--- src/hdl/cra_pkg.sv ---
// shared constants, codes and types of the chunk reassembly tracker
`timescale 1ns / 1ps
package cra_pkg;

  localparam int unsigned STREAM_COUNT = 4;
  localparam int unsigned FRAME_BYTES  = 262144;
  localparam int unsigned CHUNK_BYTES  = 1024;
  localparam int unsigned CHUNK_SLOTS  = 256;
  localparam int unsigned HEADER_BYTES = 20;

  localparam int unsigned CHUNK_SHIFT     = $clog2(CHUNK_BYTES);
  localparam int unsigned ROW_BITS        = (CHUNK_SLOTS >= 64) ? 64 :
                                            (1 << $clog2(CHUNK_SLOTS));
  localparam int unsigned ROW_SHIFT       = $clog2(ROW_BITS);
  localparam int unsigned BIT_W           = (ROW_SHIFT > 0) ? ROW_SHIFT : 1;
  localparam int unsigned ROWS_PER_STREAM = (CHUNK_SLOTS + ROW_BITS - 1) / ROW_BITS;
  localparam int unsigned NUM_ROWS        = STREAM_COUNT * ROWS_PER_STREAM;
  localparam int unsigned ADDR_W          = (NUM_ROWS > 1) ? $clog2(NUM_ROWS) : 1;
  localparam int unsigned RPS_W           = (ROWS_PER_STREAM > 1) ?
                                            $clog2(ROWS_PER_STREAM) : 1;
  localparam int unsigned STREAM_W        = (STREAM_COUNT > 1) ? $clog2(STREAM_COUNT) : 1;
  localparam int unsigned CNT_W           = $clog2(CHUNK_SLOTS + 1);

  localparam logic [7:0] REG_MAGIC  = 8'd0;
  localparam logic [7:0] REG_FORMAT = 8'd1;

  typedef enum logic [2:0] {
    STAT_BAD_STREAM = 3'd0,
    STAT_SHORT      = 3'd1,
    STAT_BAD_MAGIC  = 3'd2,
    STAT_BAD_FORMAT = 3'd3,
    STAT_RANGE      = 3'd4,
    STAT_ACCEPTED   = 3'd5,
    STAT_COMPLETE   = 3'd6,
    STAT_DROPPED    = 3'd7
  } status_e;

  typedef struct packed {
    status_e               status;
    logic [1:0]            stream_out;
    logic [STREAM_W-1:0]   sidx;
    logic                  slot_ok;
    logic [ADDR_W-1:0]     row_addr;
    logic [BIT_W-1:0]      bit_pos;
    logic [17:0]           wr_offset;
    logic [15:0]           wr_length;
    logic [31:0]           frame_length;
  } item_t;

  typedef struct packed {
    status_e     status;
    logic        write_enable;
    logic [17:0] write_offset;
    logic [15:0] write_length;
    logic [18:0] frame_length_out;
    logic [1:0]  stream_out;
  } result_t;

endpackage

--- src/hdl/cra_if.sv ---
// channel interfaces: chunk headers, results and register writes
`timescale 1ns / 1ps
interface cra_in_if;
  logic        valid;
  logic        ready;
  logic [7:0]  stream;
  logic [15:0] packet_length;
  logic [31:0] magic;
  logic [7:0]  format;
  logic [31:0] frag_offset;
  logic [15:0] chunk_length;
  logic [31:0] frame_length;

  modport source (output valid, stream, packet_length, magic, format, frag_offset,
                  chunk_length, frame_length, input ready);
  modport sink   (input valid, stream, packet_length, magic, format, frag_offset,
                  chunk_length, frame_length, output ready);
endinterface

interface cra_res_if;
  logic        valid;
  logic        ready;
  logic [2:0]  status;
  logic        write_enable;
  logic [17:0] write_offset;
  logic [15:0] write_length;
  logic [18:0] frame_length_out;
  logic [1:0]  stream_out;

  modport source (output valid, status, write_enable, write_offset, write_length,
                  frame_length_out, stream_out, input ready);
  modport sink   (input valid, status, write_enable, write_offset, write_length,
                  frame_length_out, stream_out, output ready);
endinterface

interface cra_cfg_if;
  logic        valid;
  logic        ready;
  logic [7:0]  index;
  logic [31:0] data;

  modport source (output valid, index, data, input ready);
  modport sink   (input valid, index, data, output ready);
endinterface

--- src/hdl/cra_front.sv ---
// header checks, register file and slot classification
`timescale 1ns / 1ps
module cra_front (
  input  logic          clk_i,
  input  logic          rst_ni,
  cra_in_if.sink        in_i,
  cra_cfg_if.sink       cfg_i,
  output logic          push_valid_o,
  input  logic          push_ready_i,
  output cra_pkg::item_t push_item_o
);
  import cra_pkg::*;

  logic [31:0] magic_q;
  logic [7:0]  format_q;
  logic [32:0] end_byte;
  logic [31:0] slot;
  logic [31:0] row_in;
  logic        bad_stream;
  logic        accepted;
  status_e     hdr_status;

  assign cfg_i.ready = 1'b1;

  always_ff @(posedge clk_i or negedge rst_ni) begin
    if (!rst_ni) begin
      magic_q  <= '0;
      format_q <= '0;
    end else if (cfg_i.valid) begin
      unique case (cfg_i.index)
        REG_MAGIC:  magic_q  <= cfg_i.data;
        REG_FORMAT: format_q <= cfg_i.data[7:0];
        default: ;
      endcase
    end
  end

  assign end_byte   = {1'b0, in_i.frag_offset} + 33'(in_i.chunk_length);
  assign slot       = in_i.frag_offset >> CHUNK_SHIFT;
  assign row_in     = slot >> ROW_SHIFT;
  assign bad_stream = 32'(in_i.stream) >= 32'(STREAM_COUNT);
  assign accepted   = (hdr_status == STAT_ACCEPTED);

  always_comb begin
    if (bad_stream) begin
      hdr_status = STAT_BAD_STREAM;
    end else if (32'(in_i.packet_length) < 32'(HEADER_BYTES)) begin
      hdr_status = STAT_SHORT;
    end else if (in_i.magic != magic_q) begin
      hdr_status = STAT_BAD_MAGIC;
    end else if (in_i.format != format_q) begin
      hdr_status = STAT_BAD_FORMAT;
    end else if (end_byte > 33'(FRAME_BYTES)) begin
      hdr_status = STAT_RANGE;
    end else begin
      hdr_status = STAT_ACCEPTED;
    end
  end

  assign push_item_o.status       = hdr_status;
  assign push_item_o.stream_out   = bad_stream ? 2'd0 : in_i.stream[1:0];
  assign push_item_o.sidx         = STREAM_W'(in_i.stream);
  assign push_item_o.slot_ok      = slot < 32'(CHUNK_SLOTS);
  assign push_item_o.row_addr     = ADDR_W'(ADDR_W'(push_item_o.sidx) * ADDR_W'(ROWS_PER_STREAM))
                                    + ADDR_W'(row_in);
  assign push_item_o.bit_pos      = BIT_W'(slot & 32'(ROW_BITS - 1));
  assign push_item_o.wr_offset    = accepted ? in_i.frag_offset[17:0] : 18'd0;
  assign push_item_o.wr_length    = accepted ? in_i.chunk_length : 16'd0;
  assign push_item_o.frame_length = in_i.frame_length;

  assign push_valid_o = in_i.valid;
  assign in_i.ready   = push_ready_i;

endmodule

--- src/hdl/cra_queue.sv ---
// two-entry queue between the classifier and the tracker
`timescale 1ns / 1ps
module cra_queue (
  input  logic           clk_i,
  input  logic           rst_ni,
  input  logic           push_valid_i,
  output logic           push_ready_o,
  input  cra_pkg::item_t push_item_i,
  output logic           pop_valid_o,
  input  logic           pop_ready_i,
  output cra_pkg::item_t pop_item_o
);
  import cra_pkg::*;

  localparam int unsigned DEPTH = 2;

  item_t       slot_q [DEPTH];
  logic        wr_ptr_q;
  logic        rd_ptr_q;
  logic [1:0]  cnt_q;
  logic        push;
  logic        pop;

  assign push_ready_o = cnt_q != 2'(DEPTH);
  assign pop_valid_o  = cnt_q != 2'd0;
  assign pop_item_o   = slot_q[rd_ptr_q];
  assign push         = push_valid_i && push_ready_o;
  assign pop          = pop_valid_o && pop_ready_i;

  always_ff @(posedge clk_i or negedge rst_ni) begin
    if (!rst_ni) begin
      wr_ptr_q <= 1'b0;
      rd_ptr_q <= 1'b0;
      cnt_q    <= '0;
    end else begin
      if (push) wr_ptr_q <= ~wr_ptr_q;
      if (pop)  rd_ptr_q <= ~rd_ptr_q;
      if (push && !pop) begin
        cnt_q <= cnt_q + 2'd1;
      end else if (pop && !push) begin
        cnt_q <= cnt_q - 2'd1;
      end
    end
  end

  always_ff @(posedge clk_i) begin
    if (push) slot_q[wr_ptr_q] <= push_item_i;
  end

endmodule

--- src/hdl/cra_back.sv ---
// per-stream byte counts, chunk bitmap and completion check
`timescale 1ns / 1ps
module cra_back (
  input  logic           clk_i,
  input  logic           rst_ni,
  input  logic           pop_valid_i,
  output logic           pop_ready_o,
  input  cra_pkg::item_t pop_item_i,
  cra_res_if.source      res_o
);
  import cra_pkg::*;

  localparam logic [1:0] S_IDLE = 2'd0;
  localparam logic [1:0] S_UPD  = 2'd1;
  localparam logic [1:0] S_CMP  = 2'd2;
  localparam logic [1:0] S_CHK  = 2'd3;

  logic [1:0]          state_q;
  item_t               cur_q;
  logic [31:0]         exp_q [STREAM_COUNT];
  logic [31:0]         rcv_q [STREAM_COUNT];
  logic [31:0]         exp_w_q;
  logic [31:0]         rcv_w_q;
  logic [CNT_W-1:0]    rem_q;
  logic [RPS_W-1:0]    row_q;
  logic [NUM_ROWS-1:0] row_vld_q;
  logic [ROW_BITS-1:0] mem [NUM_ROWS];
  logic [ROW_BITS-1:0] rd_data_q;
  logic                rd_vld_q;
  result_t             out_q;
  logic                out_vld_q;

  logic                out_vld_d;
  logic                out_free;
  logic                pop;
  logic [ADDR_W-1:0]   base;
  logic [ADDR_W-1:0]   rd_addr;
  logic [ROW_BITS-1:0] row_data;
  logic [ROW_BITS-1:0] mask;
  logic                wr_en;
  logic [ROW_BITS-1:0] wr_data;
  logic [31:0]         exp_cur;
  logic [31:0]         exp_n;
  logic [32:0]         rcv_sum;
  logic [31:0]         rcv_n;
  logic [32:0]         total;
  logic                row_ok;
  logic                row_last;
  logic                fin;
  status_e             fin_status;
  logic                clr;
  logic                chk_go;
  logic                chk_next;

  assign out_free    = !out_vld_q || res_o.ready;
  assign pop_ready_o = (state_q == S_IDLE) && out_free;
  assign pop         = pop_valid_i && pop_ready_o;
  assign base        = ADDR_W'(ADDR_W'(cur_q.sidx) * ADDR_W'(ROWS_PER_STREAM));
  assign out_vld_d   = (out_vld_q && !res_o.ready) ||
                       (pop && (pop_item_i.status != STAT_ACCEPTED)) || fin;

  always_comb begin
    unique case (state_q)
      S_IDLE:  rd_addr = pop_item_i.row_addr;
      S_CHK:   rd_addr = base + ADDR_W'(row_q) + ADDR_W'(1);
      default: rd_addr = base;
    endcase
  end

  assign row_data = rd_vld_q ? rd_data_q : '0;
  assign wr_en    = (state_q == S_UPD) && cur_q.slot_ok;
  assign wr_data  = row_data | (ROW_BITS'(1) << cur_q.bit_pos);

  assign exp_cur = exp_q[cur_q.sidx];
  assign exp_n   = (exp_cur == '0) ? cur_q.frame_length : exp_cur;
  assign rcv_sum = {1'b0, rcv_q[cur_q.sidx]} + 33'(cur_q.wr_length);
  assign rcv_n   = rcv_sum[32] ? '1 : rcv_sum[31:0];

  // slots needed by the frame, rounded up
  assign total = ({1'b0, exp_w_q} + 33'(CHUNK_BYTES - 1)) >> CHUNK_SHIFT;

  assign mask     = (32'(rem_q) >= 32'(ROW_BITS)) ? '1 : ~({ROW_BITS{1'b1}} << rem_q);
  assign row_ok   = (row_data & mask) == mask;
  assign row_last = 32'(rem_q) <= 32'(ROW_BITS);

  always_comb begin
    fin        = 1'b0;
    fin_status = STAT_ACCEPTED;
    clr        = 1'b0;
    chk_go     = 1'b0;
    chk_next   = 1'b0;
    unique case (state_q)
      S_CMP: begin
        if (rcv_w_q < exp_w_q) begin
          fin = 1'b1;
        end else if (total > 33'(CHUNK_SLOTS)) begin
          fin        = 1'b1;
          fin_status = STAT_DROPPED;
          clr        = 1'b1;
        end else if (total == '0) begin
          fin        = 1'b1;
          fin_status = STAT_COMPLETE;
          clr        = 1'b1;
        end else begin
          chk_go = 1'b1;
        end
      end
      S_CHK: begin
        if (!row_ok) begin
          fin        = 1'b1;
          fin_status = STAT_DROPPED;
          clr        = 1'b1;
        end else if (row_last) begin
          fin        = 1'b1;
          fin_status = STAT_COMPLETE;
          clr        = 1'b1;
        end else begin
          chk_next = 1'b1;
        end
      end
      default: ;
    endcase
  end

  always_ff @(posedge clk_i or negedge rst_ni) begin
    if (!rst_ni) begin
      state_q   <= S_IDLE;
      out_vld_q <= 1'b0;
      row_vld_q <= '0;
      rem_q     <= '0;
      row_q     <= '0;
      for (int s = 0; s < STREAM_COUNT; s++) begin
        exp_q[s] <= '0;
        rcv_q[s] <= '0;
      end
    end else begin
      out_vld_q <= out_vld_d;
      unique case (state_q)
        S_IDLE: begin
          if (pop && (pop_item_i.status == STAT_ACCEPTED)) state_q <= S_UPD;
        end
        S_UPD: begin
          exp_q[cur_q.sidx] <= exp_n;
          rcv_q[cur_q.sidx] <= rcv_n;
          if (wr_en) row_vld_q[cur_q.row_addr] <= 1'b1;
          state_q <= S_CMP;
        end
        S_CMP: begin
          if (chk_go) begin
            rem_q   <= total[CNT_W-1:0];
            row_q   <= '0;
            state_q <= S_CHK;
          end else begin
            state_q <= S_IDLE;
          end
        end
        S_CHK: begin
          if (chk_next) begin
            rem_q <= rem_q - CNT_W'(ROW_BITS);
            row_q <= row_q + RPS_W'(1);
          end else begin
            state_q <= S_IDLE;
          end
        end
        default: state_q <= S_IDLE;
      endcase
      if (clr) begin
        exp_q[cur_q.sidx] <= '0;
        rcv_q[cur_q.sidx] <= '0;
        for (int k = 0; k < NUM_ROWS; k++) begin
          if (STREAM_W'(k / ROWS_PER_STREAM) == cur_q.sidx) row_vld_q[k] <= 1'b0;
        end
      end
    end
  end

  always_ff @(posedge clk_i) begin
    if (pop) begin
      cur_q <= pop_item_i;
      if (pop_item_i.status != STAT_ACCEPTED) begin
        out_q.status           <= pop_item_i.status;
        out_q.write_enable     <= 1'b0;
        out_q.write_offset     <= '0;
        out_q.write_length     <= '0;
        out_q.frame_length_out <= '0;
        out_q.stream_out       <= pop_item_i.stream_out;
      end
    end
    if (state_q == S_UPD) begin
      exp_w_q <= exp_n;
      rcv_w_q <= rcv_n;
    end
    if (fin) begin
      out_q.status           <= fin_status;
      out_q.write_enable     <= 1'b1;
      out_q.write_offset     <= cur_q.wr_offset;
      out_q.write_length     <= cur_q.wr_length;
      out_q.frame_length_out <= (fin_status == STAT_COMPLETE) ? exp_w_q[18:0] : 19'd0;
      out_q.stream_out       <= cur_q.stream_out;
    end
  end

  // bitmap rows
  always_ff @(posedge clk_i) begin
    if (wr_en) mem[cur_q.row_addr] <= wr_data;
    rd_data_q <= mem[rd_addr];
    rd_vld_q  <= row_vld_q[rd_addr];
  end

  assign res_o.valid            = out_vld_q;
  assign res_o.status           = out_q.status;
  assign res_o.write_enable     = out_q.write_enable;
  assign res_o.write_offset     = out_q.write_offset;
  assign res_o.write_length     = out_q.write_length;
  assign res_o.frame_length_out = out_q.frame_length_out;
  assign res_o.stream_out       = out_q.stream_out;

  a_busy_out_empty: assert property (@(posedge clk_i) disable iff (!rst_ni)
    (state_q != S_IDLE) |-> !out_vld_q)
    else $error("result register busy while a chunk is in work");

  a_fin_shows: assert property (@(posedge clk_i) disable iff (!rst_ni)
    fin |=> out_vld_q)
    else $error("finished chunk produced no result");

  a_chk_rem: assert property (@(posedge clk_i) disable iff (!rst_ni)
    (state_q == S_CHK) |-> (rem_q != '0 && 32'(row_q) < 32'(ROWS_PER_STREAM)))
    else $error("bitmap scan ran past its rows");

  a_upd_accepted: assert property (@(posedge clk_i) disable iff (!rst_ni)
    (state_q == S_UPD) |-> (cur_q.status == STAT_ACCEPTED))
    else $error("rejected chunk reached the tracker update");

endmodule

--- src/hdl/chunk_reassembly_tracker.sv ---
// top level of the chunk reassembly tracker
// path: a rejected header passes the queue entry and the result register; an accepted chunk
// also the update and compare states, and a frame-closing one a check state per 64-slot row checked
// throughput: one rejected header per cycle while results are taken; an accepted chunk blocks
// new ones through its bitmap read-modify-write and the row-by-row completion scan
// reset: asynchronous, clears control state, byte counts and row valid flags; bitmap needs no pass
`timescale 1ns / 1ps
module chunk_reassembly_tracker (
  input  logic       clk_i,
  input  logic       rst_ni,
  cra_in_if.sink     in_i,
  cra_cfg_if.sink    cfg_i,
  cra_res_if.source  res_o
);
  import cra_pkg::*;

  logic  push_valid;
  logic  push_ready;
  item_t push_item;
  logic  pop_valid;
  logic  pop_ready;
  item_t pop_item;

  cra_front u_front (
    .clk_i        (clk_i),
    .rst_ni       (rst_ni),
    .in_i         (in_i),
    .cfg_i        (cfg_i),
    .push_valid_o (push_valid),
    .push_ready_i (push_ready),
    .push_item_o  (push_item)
  );

  cra_queue u_queue (
    .clk_i        (clk_i),
    .rst_ni       (rst_ni),
    .push_valid_i (push_valid),
    .push_ready_o (push_ready),
    .push_item_i  (push_item),
    .pop_valid_o  (pop_valid),
    .pop_ready_i  (pop_ready),
    .pop_item_o   (pop_item)
  );

  cra_back u_back (
    .clk_i       (clk_i),
    .rst_ni      (rst_ni),
    .pop_valid_i (pop_valid),
    .pop_ready_o (pop_ready),
    .pop_item_i  (pop_item),
    .res_o       (res_o)
  );

endmodule
--- src/flat_wrapper.sv ---
// flat-port wrapper written by rule: the top's interface ports become plain ports
module chunk_reassembly_tracker_flat import cra_pkg::*;
  (clk_i, rst_ni, in_i_valid, in_i_stream, in_i_packet_length, in_i_magic, in_i_format, in_i_frag_offset, in_i_chunk_length, in_i_frame_length, in_i_ready, cfg_i_valid, cfg_i_index, cfg_i_data, cfg_i_ready, res_o_valid, res_o_status, res_o_write_enable, res_o_write_offset, res_o_write_length, res_o_frame_length_out, res_o_stream_out, res_o_ready);
  cra_in_if in_i_i ();
  cra_cfg_if cfg_i_i ();
  cra_res_if res_o_i ();
  input  logic clk_i;
  input  logic rst_ni;
  input wire logic [$bits(in_i_i.valid)-1:0] in_i_valid;
  input wire logic [$bits(in_i_i.stream)-1:0] in_i_stream;
  input wire logic [$bits(in_i_i.packet_length)-1:0] in_i_packet_length;
  input wire logic [$bits(in_i_i.magic)-1:0] in_i_magic;
  input wire logic [$bits(in_i_i.format)-1:0] in_i_format;
  input wire logic [$bits(in_i_i.frag_offset)-1:0] in_i_frag_offset;
  input wire logic [$bits(in_i_i.chunk_length)-1:0] in_i_chunk_length;
  input wire logic [$bits(in_i_i.frame_length)-1:0] in_i_frame_length;
  output wire logic [$bits(in_i_i.ready)-1:0] in_i_ready;
  input wire logic [$bits(cfg_i_i.valid)-1:0] cfg_i_valid;
  input wire logic [$bits(cfg_i_i.index)-1:0] cfg_i_index;
  input wire logic [$bits(cfg_i_i.data)-1:0] cfg_i_data;
  output wire logic [$bits(cfg_i_i.ready)-1:0] cfg_i_ready;
  output wire logic [$bits(res_o_i.valid)-1:0] res_o_valid;
  output wire logic [$bits(res_o_i.status)-1:0] res_o_status;
  output wire logic [$bits(res_o_i.write_enable)-1:0] res_o_write_enable;
  output wire logic [$bits(res_o_i.write_offset)-1:0] res_o_write_offset;
  output wire logic [$bits(res_o_i.write_length)-1:0] res_o_write_length;
  output wire logic [$bits(res_o_i.frame_length_out)-1:0] res_o_frame_length_out;
  output wire logic [$bits(res_o_i.stream_out)-1:0] res_o_stream_out;
  input wire logic [$bits(res_o_i.ready)-1:0] res_o_ready;
  assign in_i_i.valid = in_i_valid;
  assign in_i_i.stream = in_i_stream;
  assign in_i_i.packet_length = in_i_packet_length;
  assign in_i_i.magic = in_i_magic;
  assign in_i_i.format = in_i_format;
  assign in_i_i.frag_offset = in_i_frag_offset;
  assign in_i_i.chunk_length = in_i_chunk_length;
  assign in_i_i.frame_length = in_i_frame_length;
  assign in_i_ready = in_i_i.ready;
  assign cfg_i_i.valid = cfg_i_valid;
  assign cfg_i_i.index = cfg_i_index;
  assign cfg_i_i.data = cfg_i_data;
  assign cfg_i_ready = cfg_i_i.ready;
  assign res_o_valid = res_o_i.valid;
  assign res_o_status = res_o_i.status;
  assign res_o_write_enable = res_o_i.write_enable;
  assign res_o_write_offset = res_o_i.write_offset;
  assign res_o_write_length = res_o_i.write_length;
  assign res_o_frame_length_out = res_o_i.frame_length_out;
  assign res_o_stream_out = res_o_i.stream_out;
  assign res_o_i.ready = res_o_ready;
  chunk_reassembly_tracker u_core (.clk_i(clk_i), .rst_ni(rst_ni), .in_i(in_i_i), .cfg_i(cfg_i_i), .res_o(res_o_i));
endmodule
--- config.mk ---
export PLATFORM = sky130hd
export DESIGN_NAME = chunk_reassembly_tracker_flat
export DESIGN_NICKNAME = d
export VERILOG_FILES = /design/src/hdl/cra_pkg.sv /design/src/hdl/cra_if.sv /design/src/hdl/cra_front.sv /design/src/hdl/cra_queue.sv /design/src/hdl/cra_back.sv /design/src/hdl/chunk_reassembly_tracker.sv /design/src/flat_wrapper.sv
export SDC_FILE = /design/constraint.sdc
export NUM_CORES = 2
export LEC_CHECK = 0
export ABC_AREA = 1
export BUFFER_PORTS_ARGS = -buffer_cell sky130_fd_sc_hd__buf_2
export CELL_PAD_IN_SITES_DETAIL_PLACEMENT = 2
export CELL_PAD_IN_SITES_GLOBAL_PLACEMENT = 2
export CORE_AREA = 2 2 461 463
export DETAILED_ROUTE_END_ITERATION = 10
export DIE_AREA = 0 0 463 465
export GPL_TIMING_DRIVEN = 0
export PLACE_DENSITY_LB_ADDON = 0.08
export REMOVE_ABC_BUFFERS = 1
export SYNTH_ARGS = -nofsm -noshare
export SYNTH_HDL_FRONTEND = slang
export SYNTH_SLANG_ARGS = --single-unit
--- constraint.sdc ---
create_clock -name clk_i -period 5.4 [get_ports clk_i]
set_input_delay 0.81 -clock clk_i [delete_from_list [all_inputs] [get_ports clk_i]]
set_output_delay 0.81 -clock clk_i [all_outputs]
set_load 0.05 [all_outputs]
==> out/results.txt <==
status - finished, violations left
failing checks - capacitance limit, slew limit
vias per cell - 5.58
number of core rows - 169
vias in the first global route - 65.0k
critical path class - reg2reg
Worst-Margin Slew - 1500 ps
core footprint - 211000 um^2
Synth cell types - 60
Worst VDD drop - 410 uV
fillcell total - 21.5k
largest cells by area after synthesis - edfxtp_1, dfrtp_1, nand2_1
Worst path max stage delay - 570 ps
P&R area growth vs syn - 17.3%
Setup Skew - 67.8 ps
Leak Pwr - 36.8 nW
CP max FO - 49
All-Layer GR Usage - 26.5%
Slowest cell on crit path - edfxtp_1
Critical Path Start Type - flop
crit path time final - 5090 ps
cell family with most CP delay - simple AND/OR/NAND/NOR gates
Post-synth ARST share - 18.4%
Initial Utilization - 37.8%
Via Count - 59.4k
Die Y - 465 um
grt total ovfl - 0
WL per Instance - 27.2 um
syn_area_per_cell - 10.7 um^2
number of synthesized flops with an enable pin - 1395
Clock Root Buffer - clkbuf_16
final cell count without fillers - 10.6k
post-synth top area share - 52.6%
dominant cell type by area after synthesis - edfxtp_1
CP Buf/Inv Count - 5
# IOs - 251
initial antenna violation count - 24
Mapped Area - 79600 um^2
final number of setup-violating endpoints - 0
layout cells sized above 1 - 13.0%
Antenna Nets Post-Route - 0
relative slew slack - -0.711%
Post-synth top cells - nand2_1, edfxtp_1, nor2_1, o21ai_0, inv_1
clock transition at the registers of the reported paths - 60 ps
worst skew pair latency - 890 ps
clk sinks - 1791
YS warnings - 0
cts bufs inserted - 198
Pwr Total - 59.3 mW
placed cell count - 10.2k
top-count cell post-synth - nand2_1
first-pass GRT wire length - 431000 um
Power Dens Cells - 635 nW/um^2
PortBufs - 247
Post-Place Cell Area - 86600 um^2
Final period util - 94.3%
Max Fclk - 196 MHz
H-tree depth - 4
Design Area, Final - 93400 um^2
CP arrival - 5850 ps
Setup TNS - 0 ps
fin util - 44.3%
HP Class - in2reg
Nets - 7902
Max Slew Vio Count - 1
sequential area share after synthesis - 64.6%
most used cell, CP - nand2_1
# DRC - 0
Final Hold Viols - 0
required time worst endpoint - 6160 ps
DPL Wire Length - 190000 um
initial DRC count - 4223
Detailed Route WL - 289000 um
CTS tree - built
Die Wd - 463 um
Yosys reg bits - 1791
prevailing post-synth register cell - edfxtp_1
Clock Tree Buf Depth - 3
Placer Congestion - 0.846
max_cap viols - 1
Syn Inst Count - 7425
die area - 215000 um^2
largest net degree at the start of global routing - 97
CP endpoint kind - flop
Pre-Repair DR Iteration Count - 6
cell type report:
cell class | instances | area, um^2 | area share (%)
Antenna cell | 4 | 10.0 | 0.0107
Clock buffer | 291 | 5640 | 6.04
Clock inverter | 82 | 807 | 0.864
Inverter | 404 | 1620 | 1.74
Multi-Input combinational cell | 4809 | 25100 | 26.9
Sequential cell | 1791 | 51500 | 55.1
Tap cell | 2821 | 3530 | 3.78
Timing Repair Buffer | 434 | 5180 | 5.54
registers in the layout, indices dropped and copies added, names as in the netlist, 2 cells and up:
signal / count
u_core.u_front.magic_q: 32
u_core.u_back.cur_q: 81
u_core.u_front.format_q: 8
u_core.u_back.res_o.write_length: 16
u_core.u_queue.slot_q: 168
u_core.u_back.rd_data_q: 64
u_core.u_back.row_vld_q: 16
u_core.u_back.exp_w_q: 32
u_core.u_back.res_o.stream_out: 2
u_core.u_back.mem: 1024
u_core.u_back.rem_q: 9
u_core.u_back.state_q: 2
u_core.u_back.row_q: 2
u_core.u_back.res_o.frame_length_out: 19
u_core.u_back.rcv_q: 128
u_core.u_back.res_o.status: 3
u_core.u_back.res_o.write_offset: 18
u_core.u_back.rcv_w_q: 32
u_core.u_queue.cnt_q: 2
u_core.u_back.exp_q: 128
layer usage:
| layer | vias up | wire length, um | global-route usage (%) |
|---|---|---|---|
| met5 | - | 105 | 0 |
| met4 | 22 | 6320 | 6.72 |
| met3 | 384 | 12600 | 3.84 |
| met2 | 1276 | 139000 | 44.4 |
| met1 | 31203 | 131000 | 36.3 |
| li1 | 26473 | - | - |
power by group:
group | internal [mW] | switching (mW) | leakage, nW
Sequential | 18.9 | 1.56 | 17.9
Combinational | 7.27 | 18.1 | 15.8
Clock | 7.65 | 5.86 | 3.13
Total | 33.8 | 25.5 | 36.8
cells by family after synthesis:
logic type	Yosys count	share of synthesized area, %
other cells	1	0.00471
flops	1791	64.6
mux	163	2.09
compound gates	1399	11.6
fa+ha+maj	75	1.20
simple gates	3113	15.6
buf+inv	826	4.22
xor+xnor	57	0.627
cell usage in the layout, fill, tap and decap left out, types with 8 or more instances in the layout:
| cell type | count |
|---|---|
| a21boi_0 | 33 |
| a21boi_1 | 18 |
| a21oi_1 | 246 |
| a21oi_2 | 170 |
| a22oi_1 | 24 |
| buf_12 | 87 |
| buf_16 | 68 |
| buf_2 | 249 |
| buf_4 | 21 |
| bufinv_16 | 8 |
| clkbuf_1 | 65 |
| clkbuf_16 | 203 |
| clkbuf_8 | 23 |
| clkinv_1 | 29 |
| clkinv_2 | 27 |
| dfrtp_1 | 328 |
| dfxtp_1 | 65 |
| edfxtp_1 | 1395 |
| ha_1 | 72 |
| inv_1 | 379 |
| inv_2 | 11 |
| mux2_2 | 24 |
| mux2i_1 | 139 |
| nand2_1 | 1385 |
| nand3_1 | 228 |
| nand4_1 | 71 |
| nor2_1 | 1301 |
| nor2_4 | 22 |
| nor3_1 | 28 |
| o211ai_1 | 131 |
| o21ai_0 | 384 |
| o21ai_1 | 61 |
| o22ai_1 | 47 |
| o311ai_0 | 128 |
| o32ai_1 | 128 |
| or2_2 | 22 |
| xnor2_1 | 39 |
| xor2_1 | 18 |
timing repair:
| item | in CTS | in global routing |
|---|---|---|
| endpoints found under the setup margin | 418 | 210 |
| hold endpoints to repair | 66 | 0 |
| pin swaps | 2 | 1 |
| gates resized for setup | 18 | 10 |
| cloned | 3 | 0 |
| hold buffers | 1 | 0 |
| setup buffers | 3 | 11 |
through the flow:
stage | hold slack, ps | worst slack, ps
2_1_floorplan | 453 | -26100
3_3_place_gp | 441 | -86300
3_5_place_dp | 452 | -1260
4_1_cts | 56.9 | 24.2
5_1_grt | 85.5 | -5.63
6_report | 134 | 307
final timing paths:
kind / start / endpoint / slack (ps) / cells after the start
hold reg to reg: u_core.u_back.res_o.write_enable / u_core.u_back.res_o.write_enable / 460 / 2
max in group asynchronous: rst_ni / u_core.u_front.format_q[6] / 2950 / 5
hold / removal: in_i_frame_length[22] / u_core.u_queue.slot_q[1][22] / 130 / 1
min in group asynchronous: rst_ni / u_core.u_back.exp_q[100] / 530 / 2
setup reg to reg: u_core.u_back.cur_q[78] / u_core.u_back.rcv_q[58] / 310 / 28
setup / recovery: u_core.u_back.cur_q[78] / u_core.u_back.rcv_q[58] / 310 / 28
Note: power is estimated with default switching activity, not from simulation.
